$ cat config.mk
export PLATFORM = sky130hd
export DESIGN_NAME = oahs_mix_unit
export DESIGN_NICKNAME = d
export VERILOG_FILES = /design/src/hdl/oahs_pkg.sv /design/src/hdl/oahs_mix_unit.sv
export SDC_FILE = /design/constraint.sdc
export NUM_CORES = 1
export LEC_CHECK = 0
export ABC_AREA = 1
export BUFFER_PORTS_ARGS = -buffer_cell sky130_fd_sc_hd__buf_2
export CAP_MARGIN = 10
export CORE_ASPECT_RATIO = 1.2
export CORE_MARGIN = 10
export CORE_UTILIZATION = 30
export DETAILED_ROUTE_END_ITERATION = 12
export PLACE_DENSITY = 0.43
export SETUP_SLACK_MARGIN = 0.02
export SYNTH_ARGS = -nofsm -noshare
export SYNTH_HDL_FRONTEND = slang
export SYNTH_SLANG_ARGS = --single-unit
$ cat constraint.sdc
create_clock -name vclk -period 7.5
set_input_delay 1.125 -clock vclk [all_inputs]
set_output_delay 1.125 -clock vclk [all_outputs]
set_load 0.01 [all_outputs]
$ cat src/hdl/oahs_pkg.sv
// shared types and constants for the open addressing hash set
// no dependencies; imported by oahs_mix_unit and open_addressing_hash_set

package oahs_pkg;

    // request fields
    typedef enum logic [1:0] {
        OP_INSERT   = 2'd0,
        OP_CONTAINS = 2'd1,
        OP_CLEAR    = 2'd2
    } opcode_t;

    typedef logic [15:0] key_t;
    typedef logic [9:0]  count_t;

    // result codes
    typedef enum logic [2:0] {
        ST_NEW     = 3'd0,
        ST_PRESENT = 3'd1,
        ST_FOUND   = 3'd2,
        ST_MISSING = 3'd3,
        ST_FULL    = 3'd4,
        ST_REJECT  = 3'd5
    } status_t;

    // steps of the shared hash multiplier
    typedef enum logic [1:0] {
        MIX_A     = 2'd0,
        MIX_B     = 2'd1,
        MIX_RANGE = 2'd2
    } mix_sel_t;

    localparam logic [16:0] MIX_MUL_A = 17'h02C5B;
    localparam logic [16:0] MIX_MUL_B = 17'h09E37;

    localparam count_t LOAD_LIMIT_RESET = 10'd768;

endpackage

$ cat src/hdl/oahs_mix_unit.sv
// shared multiplier of the key hash: one xor-shift plus one multiply per step
// depends on oahs_pkg

module oahs_mix_unit #(
    parameter int TABLE_SIZE = 1024
) (
    input  oahs_pkg::mix_sel_t sel,
    input  oahs_pkg::key_t     h,
    output logic [32:0]        product
);
    import oahs_pkg::*;

    // multiplier that maps a 16-bit hash onto 0 .. TABLE_SIZE-1
    localparam logic [16:0] RANGE_MUL = 17'(TABLE_SIZE);

    key_t        mul_a;
    logic [16:0] mul_b;

    // operand selection per step
    always_comb
    begin
        case (sel)
            MIX_A:
            begin
                mul_a = h ^ (h >> 8);
                mul_b = MIX_MUL_A;
            end
            MIX_B:
            begin
                mul_a = h ^ (h >> 7);
                mul_b = MIX_MUL_B;
            end
            MIX_RANGE:
            begin
                mul_a = h ^ (h >> 9);
                mul_b = RANGE_MUL;
            end
            default:
            begin
                mul_a = h;
                mul_b = '0;
            end
        endcase
    end

    // the one multiplier
    assign product = 33'(mul_a) * 33'(mul_b);

endmodule
Word level (Yosys, flattened, before mapping). Cells that the tools add are included.

Logic and storage cells: 9. Flip-flop bits (word level): 0. Input bits: 18.

Bitwise operators: 3. Equality and inequality tests: 2. Multipliers: 1. Reduce and logical (&&, ||, !) cells: 1. Muxes and demuxes: 2.

Operators with widths (count): 16-bit one-hot mux with 3 select lines (2); 16-bit by 17-bit multiplier with 33-bit output (1); 16-bit by 7-bit XOR with 16-bit output (1); 16-bit by 8-bit XOR with 16-bit output (1); 16-bit by 9-bit XOR with 16-bit output (1); 2-bit by 1-bit equality test with 1-bit output (second input constant) (1); 2-bit equality test (second input constant) (1); 2-bit logical NOT (1).

Longest topological paths before layout. Gate-level depths: netlist of the first run.

Depth after elaboration: 3. Gate-level depth with buffers: 31. Mapped depth without buffers: 31.

Least setup slack after synthesis of the first run. Ideal clock, no wire load.

Path type: in2out. Start point: input sel[0]. End point: output product[29]. Cell stages on the path: 28. Arrival time: 6428 ps. Buffers on the path: 1. Path slack: -53 ps. Path through: buf_4 > nand2_4 > nor2_1 > inv_2 > o2111ai_1 > nand2_1 > nor2_2 > nand2_1 > fa_1 > inv_1 > fa_1 > fa_1 > inv_1 > fa_1 > inv_1 > fa_1 > inv_1 > fa_1 > inv_1 > ha_1 > nand2_1 > inv_1 > a21oi_1 > nand3_1 > nand2_1 > nand3_1 > nand2_1 > nand2_1.

Longest elaborated chain between the ends: 3. Elaborated cells on any way between the ends: 6.

Ends and longest elaborated chain: start, declared (RTL line oahs_mix_unit.sv:7) `input oahs_pkg::mix_sel_t sel,`; 2-bit equality test, or another cell as far along (RTL line oahs_mix_unit.sv:22) `case (sel)`; 16-bit one-hot mux with 3 select lines (RTL line oahs_mix_unit.sv:22); 16-bit by 17-bit multiplier with 33-bit output * (RTL line oahs_mix_unit.sv:47) `assign product = 33'(mul_a) * 33'(mul_b);`; end, declared (RTL line oahs_mix_unit.sv:9) `output logic [32:0] product`.

Every way passes the cells marked *; elsewhere a longest branch is shown, timed or not.

Worst setup path after layout of the first run.
Start point: input sel[0]. End point: output product[17].

Same word-level chain as after synthesis.

==> results by stage, run 1 <==
Floorplan:
- The floorplan step defined a die boundary enclosing 0.03261 sq mm.
- The number of rows created at floorplan is 64.
- Measured along the x axis, the die boundary spans 166.5 um.
- The number of primary I/O pins is 51.
- The initial cell density of the core is 30.35%.
- The chip height is 195.8 um.
- The core footprint is 0.02546 sq mm.

GRT:
- The number of antenna violations at the first check in global routing is 0.
- Summed over all layers, the global routing overflow is 0.
- The number of global-route vias before repair was 7645.
- Entering global routing, the biggest net connects 10 pins.
- The wire length of the first global-routing pass is 39240 um.
- For this run, the total global-route usage over all layers was measured as 14.76%.

Place:
- OpenSTA, run right after detailed placement, puts the worst setup slack at -0.4460 ns.
- Summed over all nets, the half-perimeter wirelength after detailed placement is 22370 um.
- During placement, the flow inserted port buffers numbering 51.
- The final weighted congestion in routability-driven placement is 0.9023.
- The area after detailed placement is 0.009572 sq mm.

STA:
- The setup violation total in the final timing report is 16.
- Across all setup checks in the final design, the least slack found is -0.1048 ns.
- Setup repair after global routing could not meet its margin everywhere.
- The number of pins exceeding their max-slew limit in the final report is 0.
- The final critical-path share of the clock period is 101.4%.
- The normalized max-slew margin is 68.15%.
- The top achievable clock speed is 131.5 MHz.
- The transition time at the pin with the least slew margin is 0.4777 ns.
- Subtracting the final worst setup slack from the clock period gives 7.605 ns.
- The final hold violation count was 0.
- Summed over all failing endpoints, the final setup total negative slack is -0.8816 ns.

Final layout:
- The layout overhead on the synthesized area is 43.55%.
- The clock buffer count is 0.
- The number of antenna diodes in the final layout is 0.
- The sequential cells in the finished layout cover a total of 0 sq um.
- The layout net count is 1601.
- The layout cell share with drive strength beyond 1 is 37.85%.
- The cell area after layout is 0.01109 sq mm.
- Cells fill 43.57% of the core in the end.
- Summing all multi-input logic gate instances after layout gives 0.007423 sq mm.
- The number of flip-flops and latches is 0.
- Counting the fill cells in the layout gives 2643.

Routing:
- After detailed routing, the number of vias per cell comes to 4.288.
- The initial DRC count is 212.
- The DRC violation count after routing is 0.
- In the final routed layout, each cell accounts on average for 14.86 um.
- The number of vias in the routed layout is 7045.
- The remaining antenna violation count after routing is 0.
- The wire length after detailed routing is 24410 um.
- The number of iterations in the first detailed-routing pass is 4.

Yosys:
- The number of nets in the synthesized netlist is 1354.
- After synthesis, flip-flops and latches occupy 0% of the total area.
- Yosys printed 0 warnings.
- Summing every instance area after synthesis gives 0.007729 sq mm.
- The gate count of the mapped netlist is 1068.
- Averaged over all synthesized cells, the footprint is 7.237 sq um.
- The synthesized netlist contains 34 unique library cells.

Worst setup path:
- The critical-path maximum fanout is 6.
- The dominant cell type by count on the critical path is sky130_fd_sc_hd__fa_1.
- The type of element launching the critical path is an input port.
- The delay of the slowest cell on the worst path is 0.60 ns.
- The kind of cell adding the most delay to the critical path is adder cells.
- The standard cell with the maximum stage delay on the critical path is sky130_fd_sc_hd__fa_2.
- The critical path is of the input port to primary output type.
- The worst setup path is captured at a primary output.
- At the worst endpoint, the required time is 6.38 ns.
- The critical path arrival is 6.48 ns.
- Tracing the worst setup path back leads to its startpoint at sel[0].
- The buffer and inverter count on the worst path is 11.

Worst hold path:
- The type of the most critical hold path is input port to primary output.
- The number of cells traversed by the worst hold path is 7.
- The hold path startpoint is h[1].
- For hold timing, the worst endpoint is product[1].

Outcome:
- The run finished, with violations left.
- The checks that failed: setup timing.

Job:
- The max-capacitance violation count is 0.
[kinds of logic after synthesis]
logic type	count (synthesis)	synth area share, %
and+or+nand+nor	381	20.04
buffers and inverters	355	17.45
adders and majority gates	268	56.50
AOI/OAI and AO/OA	42	3.319
xor gates and xnor gates	22	2.688
[placed cells by master (no fill, tap or decap), types with 15 or more instances in the layout]
| cell | Yosys | layout |
|---|---|---|
| sky130_fd_sc_hd__inv_1 | 343 | 294 |
| sky130_fd_sc_hd__fa_1 | 135 | 123 |
| sky130_fd_sc_hd__nand2_2 | 2 | 47 |
| sky130_fd_sc_hd__ha_4 | 0 | 15 |
| sky130_fd_sc_hd__nand2_4 | 2 | 26 |
| sky130_fd_sc_hd__nand2_1 | 243 | 170 |
| sky130_fd_sc_hd__nor2_2 | 5 | 16 |
| sky130_fd_sc_hd__nand3_1 | 38 | 22 |
| sky130_fd_sc_hd__buf_2 | 2 | 44 |
| sky130_fd_sc_hd__nor2_4 | 1 | 21 |
| sky130_fd_sc_hd__buf_6 | 1 | 24 |
| sky130_fd_sc_hd__ha_1 | 133 | 116 |
| sky130_fd_sc_hd__inv_2 | 7 | 47 |
| sky130_fd_sc_hd__nor2_1 | 76 | 45 |
| sky130_fd_sc_hd__buf_4 | 1 | 177 |
[through the flow]
stage	hold WS (ns)	instances
2_1_floorplan	2.639	1068
3_3_place_gp	3.086	1604
3_5_place_dp	3.079	1604
4_1_cts	3.121	1630
5_1_grt	3.164	1643
6_report	3.099	1643
[worst max path at each step]
stage,end,slack [ns],cells after the start
after floorplan,product[29],0.05,28
after global placement,product[32],-0.47,27
after detailed placement,product[25],-0.45,27
after CTS,product[19],-0.13,26
after global routing,product[27],-0.35,31
final,product[17],-0.10,27
[cell type report]
class | instances | area share (%)
repair buffers | 249 | 17.03
multi-input cells | 713 | 66.91
well taps | 330 | 3.722
inverters | 351 | 12.34
[cells in the mapped netlist (2+ instances only)]
library cell / instances / area, sq um
sky130_fd_sc_hd__o2111ai_1: 3 / 26.28
sky130_fd_sc_hd__nor2_2: 5 / 31.28
sky130_fd_sc_hd__nand4_1: 5 / 31.28
sky130_fd_sc_hd__nand2_4: 2 / 22.52
sky130_fd_sc_hd__ha_1: 133 / 1664
sky130_fd_sc_hd__fa_1: 135 / 2703
sky130_fd_sc_hd__inv_2: 7 / 26.28
sky130_fd_sc_hd__o211ai_1: 2 / 15.01
sky130_fd_sc_hd__nand3_1: 38 / 190.2
sky130_fd_sc_hd__xor2_1: 19 / 166.4
sky130_fd_sc_hd__o21ai_0: 7 / 35.03
sky130_fd_sc_hd__a311oi_1: 2 / 17.52
sky130_fd_sc_hd__a21o_1: 2 / 15.01
sky130_fd_sc_hd__a21oi_1: 21 / 105.1
sky130_fd_sc_hd__nor2_1: 76 / 285.3
sky130_fd_sc_hd__inv_1: 343 / 1287
sky130_fd_sc_hd__nor3_1: 6 / 30.03
sky130_fd_sc_hd__o21ai_1: 2 / 10.01
sky130_fd_sc_hd__nand2_1: 243 / 912.1
sky130_fd_sc_hd__nand2_2: 2 / 12.51
sky130_fd_sc_hd__buf_2: 2 / 10.01
[routing by layer]
metal	share of wire (%)	wire length [um]	global-route usage, %
met2	53	12840	27.50
met5	0	0	0
met3	1.9	473	0.3799
met4	1.7	409	2.182
met1	44	10690	18.86
[timing repair]
item | CTS | global route
pin swaps | 81 | 104
endpoints found under the hold margin | 0 | 0
gates cloned | 0 | 0
gates resized for setup | 163 | 177
hold buffers | 0 | 0
setup endpoints to repair | 24 | 24
setup buffers | 26 | 13
Power of run 1 is left out: the tool's default activity adds up to more than one toggle a clock period on the data nets, which glitch-free logic cannot reach.
==> run 2, diff against run 1 <==
Settings changed: PLACE_DENSITY 0.43 to 0.41.
Clock period 7.5 ns to 9.45 ns, I/O delays scaled along.
==> results by stage, run 2 (synthesis results as in run 1) <==
Routing:
- The remaining antenna violation count after routing is 0.
- The final layout contains routed wiring with a total length of 22820 um.
- In the routed layout, each cell is associated on average with a via count of 4.258.
- The per-cell routed wire length is 15.62 um.
- The number of vias in the routed layout is 6221.
- The first detailed-routing pass took 4 iterations.
- After the first detailed-routing iteration, the DRC count stood at 262.
- The DRC violation count after routing is 0.

Worst setup path:
- For the worst setup path, the data arrival time is 7.55 ns.
- The critical-path maximum fanout is 9.
- The critical path is of the input port to primary output type.
- The required time of the critical path is 8.03 ns.
- STA classifies the critical path startpoint as an input port.
- The worst setup path is captured at a primary output.

Floorplan:
- Measured along the y axis, the die boundary spans 195.8 um.
- Once the floorplan was initialized, standard cells occupied 30.35% of the core.
- The full die area is 0.03261 sq mm.
- The region available for standard cell placement spans 0.02546 sq mm.
- Row generation in the floorplan step produced 64 rows.
- The number of primary I/O pins is 51.
- The width of the chip is 166.5 um.

Final layout:
- At the end of the flow, the number of nets in the layout was 1419.
- The number of flip-flops and latches is 0.
- The sequential cells in the finished layout cover a total of 0 sq um.
- In the finished layout, the clock tree contains a buffer count of 0.
- Once layout is done, the placed cells without fillers occupy 0.008491 sq mm.
- The footprint of the multi-input gates is 0.006382 sq mm.
- The finished layout holds 1461 standard cells, fillers aside.
- In the final layout, the share of cells above drive strength 1 is 8.046%.
- Relative to the synthesized area, the layout overhead comes to 9.859%.
- The layout has 2861 filler cells.
- Leaving out fill and tap cells, the most frequent cell in the layout is sky130_fd_sc_hd__inv_1.
- The top cell types in the final layout, fill and taps aside, are sky130_fd_sc_hd__inv_1 (343), sky130_fd_sc_hd__nand2_1 (243), sky130_fd_sc_hd__fa_1 (135).
- The repair_antennas step left the layout with diodes totalling 0.

STA:
- The worst path uses 94.94% of the clock period.
- The post-route worst setup slack is 0.4778 ns.
- The number of pins exceeding their max-slew limit in the final report came to 0.
- Based on the critical path, the design can be clocked at up to 111.5 MHz.
- The final hold violation count is 0.
- Setup repair after global routing left no endpoint under its margin.
- The setup TNS after final layout is 0 ns.
- The normalized max-slew margin is 66.13%.
- The setup violation total in the final timing report is 0.
- At the pin with the least slew margin, the transition time is 0.5061 ns.
- The post-layout minimum cycle time is 8.972 ns.

GRT:
- The total track usage is 13.92%.
- After global routing the overflow that remains totals 0.
- The number of antenna violations at the first check in global routing is 0.
- The maximum number of pins on one net before global-route repair is 17.
- The wire length of the first global-routing pass is 36760 um.
- The number of global-route vias before repair is 6663.

Job:
- The max-capacitance violation count is 0.

Place:
- OpenSTA, run right after detailed placement, puts the worst setup slack at 0.2653 ns.
- Summing all placed instances gives a cell area of 0.008488 sq mm.
- Summed over all nets, the half-perimeter wirelength after detailed placement is 21620 um.
- The final weighted congestion in routability-driven placement is 0.9040.
- The placed instance count is 1461.
- Input and output buffers added on the ports amount to 51.

Power and ir drop:
- Dividing total power by cell area gives a power density of 349.8 mW/mm^2.
- The total design power is 0.002970 W.
- Across the VDD grid, the largest voltage drop is 0.0002835 V.
- The standby leakage power is 5.326 nW.

Worst hold path:
- The path class of the tightest hold or removal check is input port to primary output.

Outcome:
- The flow ran to the end, and the final reports show no timing, DRC or antenna violations.
[run 2: cell types whose count changed in the layout (fill, tap and decap cells not counted), sizes merged]
cell      before  now
clkinvlp       1    0
inv          348  351
buf          249   67
clkinv         2    0
[run 2: repair_timing]
action / CTS / global route
resized for setup: 0 / 1
setup endpoints to repair: 0 / 4
setup buffers: 0 / 0
hold buffers: 0 / 0
[run 2: worst paths after layout]
kind                    from          end  slack [ns]  depth (start not counted)
worst max-delay path  sel[0]  product[32]        0.48                         28
worst min-delay path    h[1]   product[1]        3.59                          5
[run 2: final cells by class]
cell class	instances	share of cell area [%]
Tap cell	330	4.863
Multi-Input combinational cell	713	75.17
Timing Repair Buffer	67	4.421
Inverter	351	15.55
[run 2: worst max-delay path: stages]
cell                      delay [ns]
sky130_fd_sc_hd__buf_2          0.23
sky130_fd_sc_hd__inv_2          0.13
sky130_fd_sc_hd__nand2_2        0.14
sky130_fd_sc_hd__nor2_1         0.07
sky130_fd_sc_hd__nor3_2         0.21
sky130_fd_sc_hd__xor2_1         0.13
sky130_fd_sc_hd__nor2_2         0.27
sky130_fd_sc_hd__inv_1          0.15
sky130_fd_sc_hd__fa_1           0.55
sky130_fd_sc_hd__fa_1           0.54
sky130_fd_sc_hd__fa_1           0.53
sky130_fd_sc_hd__inv_1          0.06
sky130_fd_sc_hd__fa_1           0.46
sky130_fd_sc_hd__fa_1           0.51
sky130_fd_sc_hd__inv_1          0.05
sky130_fd_sc_hd__fa_1           0.48
sky130_fd_sc_hd__inv_1          0.04
sky130_fd_sc_hd__ha_1           0.37
sky130_fd_sc_hd__nand2_1        0.13
sky130_fd_sc_hd__nor2_1         0.24
sky130_fd_sc_hd__and2_1         0.17
sky130_fd_sc_hd__nand2_1        0.05
sky130_fd_sc_hd__nand2_1        0.20
sky130_fd_sc_hd__nand2_1        0.13
sky130_fd_sc_hd__nand2_1        0.08
sky130_fd_sc_hd__nand2_1        0.04
sky130_fd_sc_hd__nand2_1        0.04
sky130_fd_sc_hd__buf_2          0.12
[run 2: through the flow]
stage	util (%)	hold WS, ns
2_1_floorplan	-	3.224
3_3_place_gp	33.33	3.746
3_5_place_dp	33.33	3.750
4_1_cts	33.33	3.751
5_1_grt	33.34	3.636
6_report	33.34	3.585
[run 2: power by group]
part	switching, W	total [W]	internal (W)
Combinational	0.00190	0.00297	0.00107
Clock	0	0	0
Sequential	0	0	0
Total	0.00190	0.00297	0.00107
[run 2: layer usage]
metal | vias to the layer above | GRT usage, % | share of wire (%)
met5 | - | 0 | 0
met4 | 0 | 1.042 | 0.87
met3 | 12 | 0.5399 | 1.7
met2 | 58 | 25.64 | 52
met1 | 2913 | 18.27 | 46
li1 | 3238 | - | -
Power figures use the tool's default switching activity.
==> run 3, diff against run 2 <==
Settings changed: REMOVE_ABC_BUFFERS set to 1.
==> results by stage, run 3 (synthesis results as in run 1) <==
Outcome:
- The run finished with clean final reports.

Final layout:
- The library cells used most frequently in the layout, excluding fill and tap cells, are sky130_fd_sc_hd__inv_1 (343), sky130_fd_sc_hd__nand2_1 (243), sky130_fd_sc_hd__fa_1 (135).
- The cell area after layout is 0.008521 sq mm.
- The layout has 0 clock buffers.
- From synthesis to final layout, the design area changed by 10.25%.
- The number of non-filler instances in the completed layout is 1464.
- The fill cell instance count of the final layout is 2867.
- The final layout contains 1422 nets.
- The repair_antennas step left the layout with diodes totalling 0.
- The layout cell share with drive strength beyond 1 is 8.554%.
- The share of the core filled with cells is 33.46%.
- The number of flip-flops and latches is 0.
- Leaving out fill and tap cells, the most frequent cell in the layout is sky130_fd_sc_hd__inv_1.
- Summing all flip-flop and latch instances after layout gives 0 sq um.

Worst setup path:
- The delay of the slowest cell on the worst path is 0.56 ns.
- The capture point of the critical path is product[16].
- The start point of the critical path is sel[0].
- At the worst endpoint, the required time is 8.03 ns.
- The critical path arrival is 7.54 ns.
- Among all stages on the critical path, the largest delay is contributed by sky130_fd_sc_hd__fa_1.
- The dominant cell type by count on the critical path is sky130_fd_sc_hd__inv_1.
- The worst setup path is launched from an input port.
- The worst setup path is captured at a primary output.
- Along the worst path, the maximum fanout reaches 9.
- The worst setup path category is input port to primary output.

Power and ir drop:
- The standby leakage power is 5.338 nW.
- The worst-case vdd ir drop is 0.0002964 V.
- Dividing total power by cell area gives a power density of 356.1 mW/mm^2.

Routing:
- After detailed routing, the number of remaining DRC violations is 0.
- Wires add up to 23270 um.
- The final route contains 6326 vias.
- The initial DRC count is 257.
- The number of iterations in the first detailed-routing pass is 4.
- In the final routed layout, each cell accounts on average for 15.89 um.
- The remaining antenna violation count after routing is 0.
- In the routed layout, each cell is associated on average with a via count of 4.321.

Place:
- The post-placement worst setup slack is 0.2381 ns.
- The congestion estimate from routability-driven global placement came to 0.9069.
- The area after detailed placement is 0.008511 sq mm.
- The HPWL after detailed placement is 22150 um.
- Including well taps, the total number of placed cells is 1464.
- During placement, the flow inserted port buffers numbering 51.

GRT:
- The total congestion overflow is 0.
- The number of global-route vias before repair is 6798.
- Global routing used 25.64% of the available met2 tracks.
- The layer flagged by global routing as most heavily used is met2.
- Global routing used 18.78% of the available met1 tracks.
- The met3 global-route usage is 0.5399%.
- The wire length of the first global-routing pass is 37330 um.
- Entering global routing, the biggest net connects 17 pins.
- The total track usage is 14.19%.
- The number of antenna violations at the first check in global routing is 0.

STA:
- The final hold violation count came to 0.
- Setup repair after global routing could not meet its margin everywhere.
- The final critical-path share of the clock period is 94.76%.
- The post-layout minimum cycle time is 8.954 ns.
- Measured against its own limit, the worst slew margin works out to 61.20%.
- Derived from the worst setup path, the maximum achievable clock frequency is 111.7 MHz.
- The transition time at the pin with the least slew margin is 0.5798 ns.
- Setup total negative slack on the finished layout was measured at 0 ns.
- After layout, the worst setup slack is 0.4955 ns.
- The setup violation total in the final timing report is 0.
- The number of pins exceeding their max-slew limit in the final report is 0.

Job:
- The max-capacitance violation count is 0.

Floorplan:
- Pin placement for this block handled 51 I/O pins.
- The initial cell density of the core is 30.35%.
- In this run the horizontal extent of the chip is 166.5 um.
- In this run the standard cell core region covers 0.02546 sq mm.
- The number of rows created at floorplan is 64.
- The chip height is 195.8 um.
- The full die area is 0.03261 sq mm.

Worst hold path:
- In this run the worst hold path is classified as input port to primary output.
- The worst hold path passes through 5 cells.

CTS:
- Post-CTS timing repair inserted 0 buffers for setup.
- The hold buffer count at cts is 0.
## run 3: cell count changes in the layout (fill, tap and decap cells not counted), sizes merged
cell  before  now
buf       67   70
## run 3: worst min-delay path by stage
| stage | startpoint | to |
|---|---|---|
| 2_1_floorplan | sel[1] | product[1] |
| 3_3_place_gp | h[0] | product[0] |
| 3_5_place_dp | h[0] | product[0] |
| 4_1_cts | h[0] | product[0] |
| 5_1_grt | h[1] | product[1] |
| 6_report | h[1] | product[1] |
## run 3: final cells by class
class | count | area (sq um) | area share [%]
well taps | 330 | 412.9 | 4.846
repair buffers | 70 | 397.9 | 4.670
multi-input cells | 713 | 6390 | 74.99
inverters | 351 | 1320 | 15.49
## run 3: critical path, delay by kind of cell
family | cells | cell delay (ns)
fa+ha+maj | 7 | 3.18
simple gates | 9 | 1.54
buf+inv | 10 | 1.08
xor+xnor | 1 | 0.23
compound gates | 1 | 0.09
## run 3: power breakdown
group	leakage [nW]	internal, W	total [W]	switching (W)
clock network	0	0	0	0
registers	0	0	0	0
logic	5.34	0.00112	0.00303	0.00191
## run 3: what timing repair did
action / CTS / global route
setup endpoints to repair: 0 / 7
endpoints found under the hold margin: 0 / 0
gates resized for setup: 0 / 4
## run 3: stage by stage
stage                     power, W  hold WS (ns)
after global routing      0.003495         3.622
after CTS                 0.003140         3.735
after detailed placement  0.003117         3.731
final                     0.003034         3.590
after floorplan           0.002001         3.197
after global placement    0.003134         3.754
## run 3: layer usage
metal | vias to the layer above | wire (um)
met4 | 0 | 319
met1 | 2983 | 10600
li1 | 3235 | -
met5 | - | 0
met3 | 20 | 434
met2 | 88 | 11920
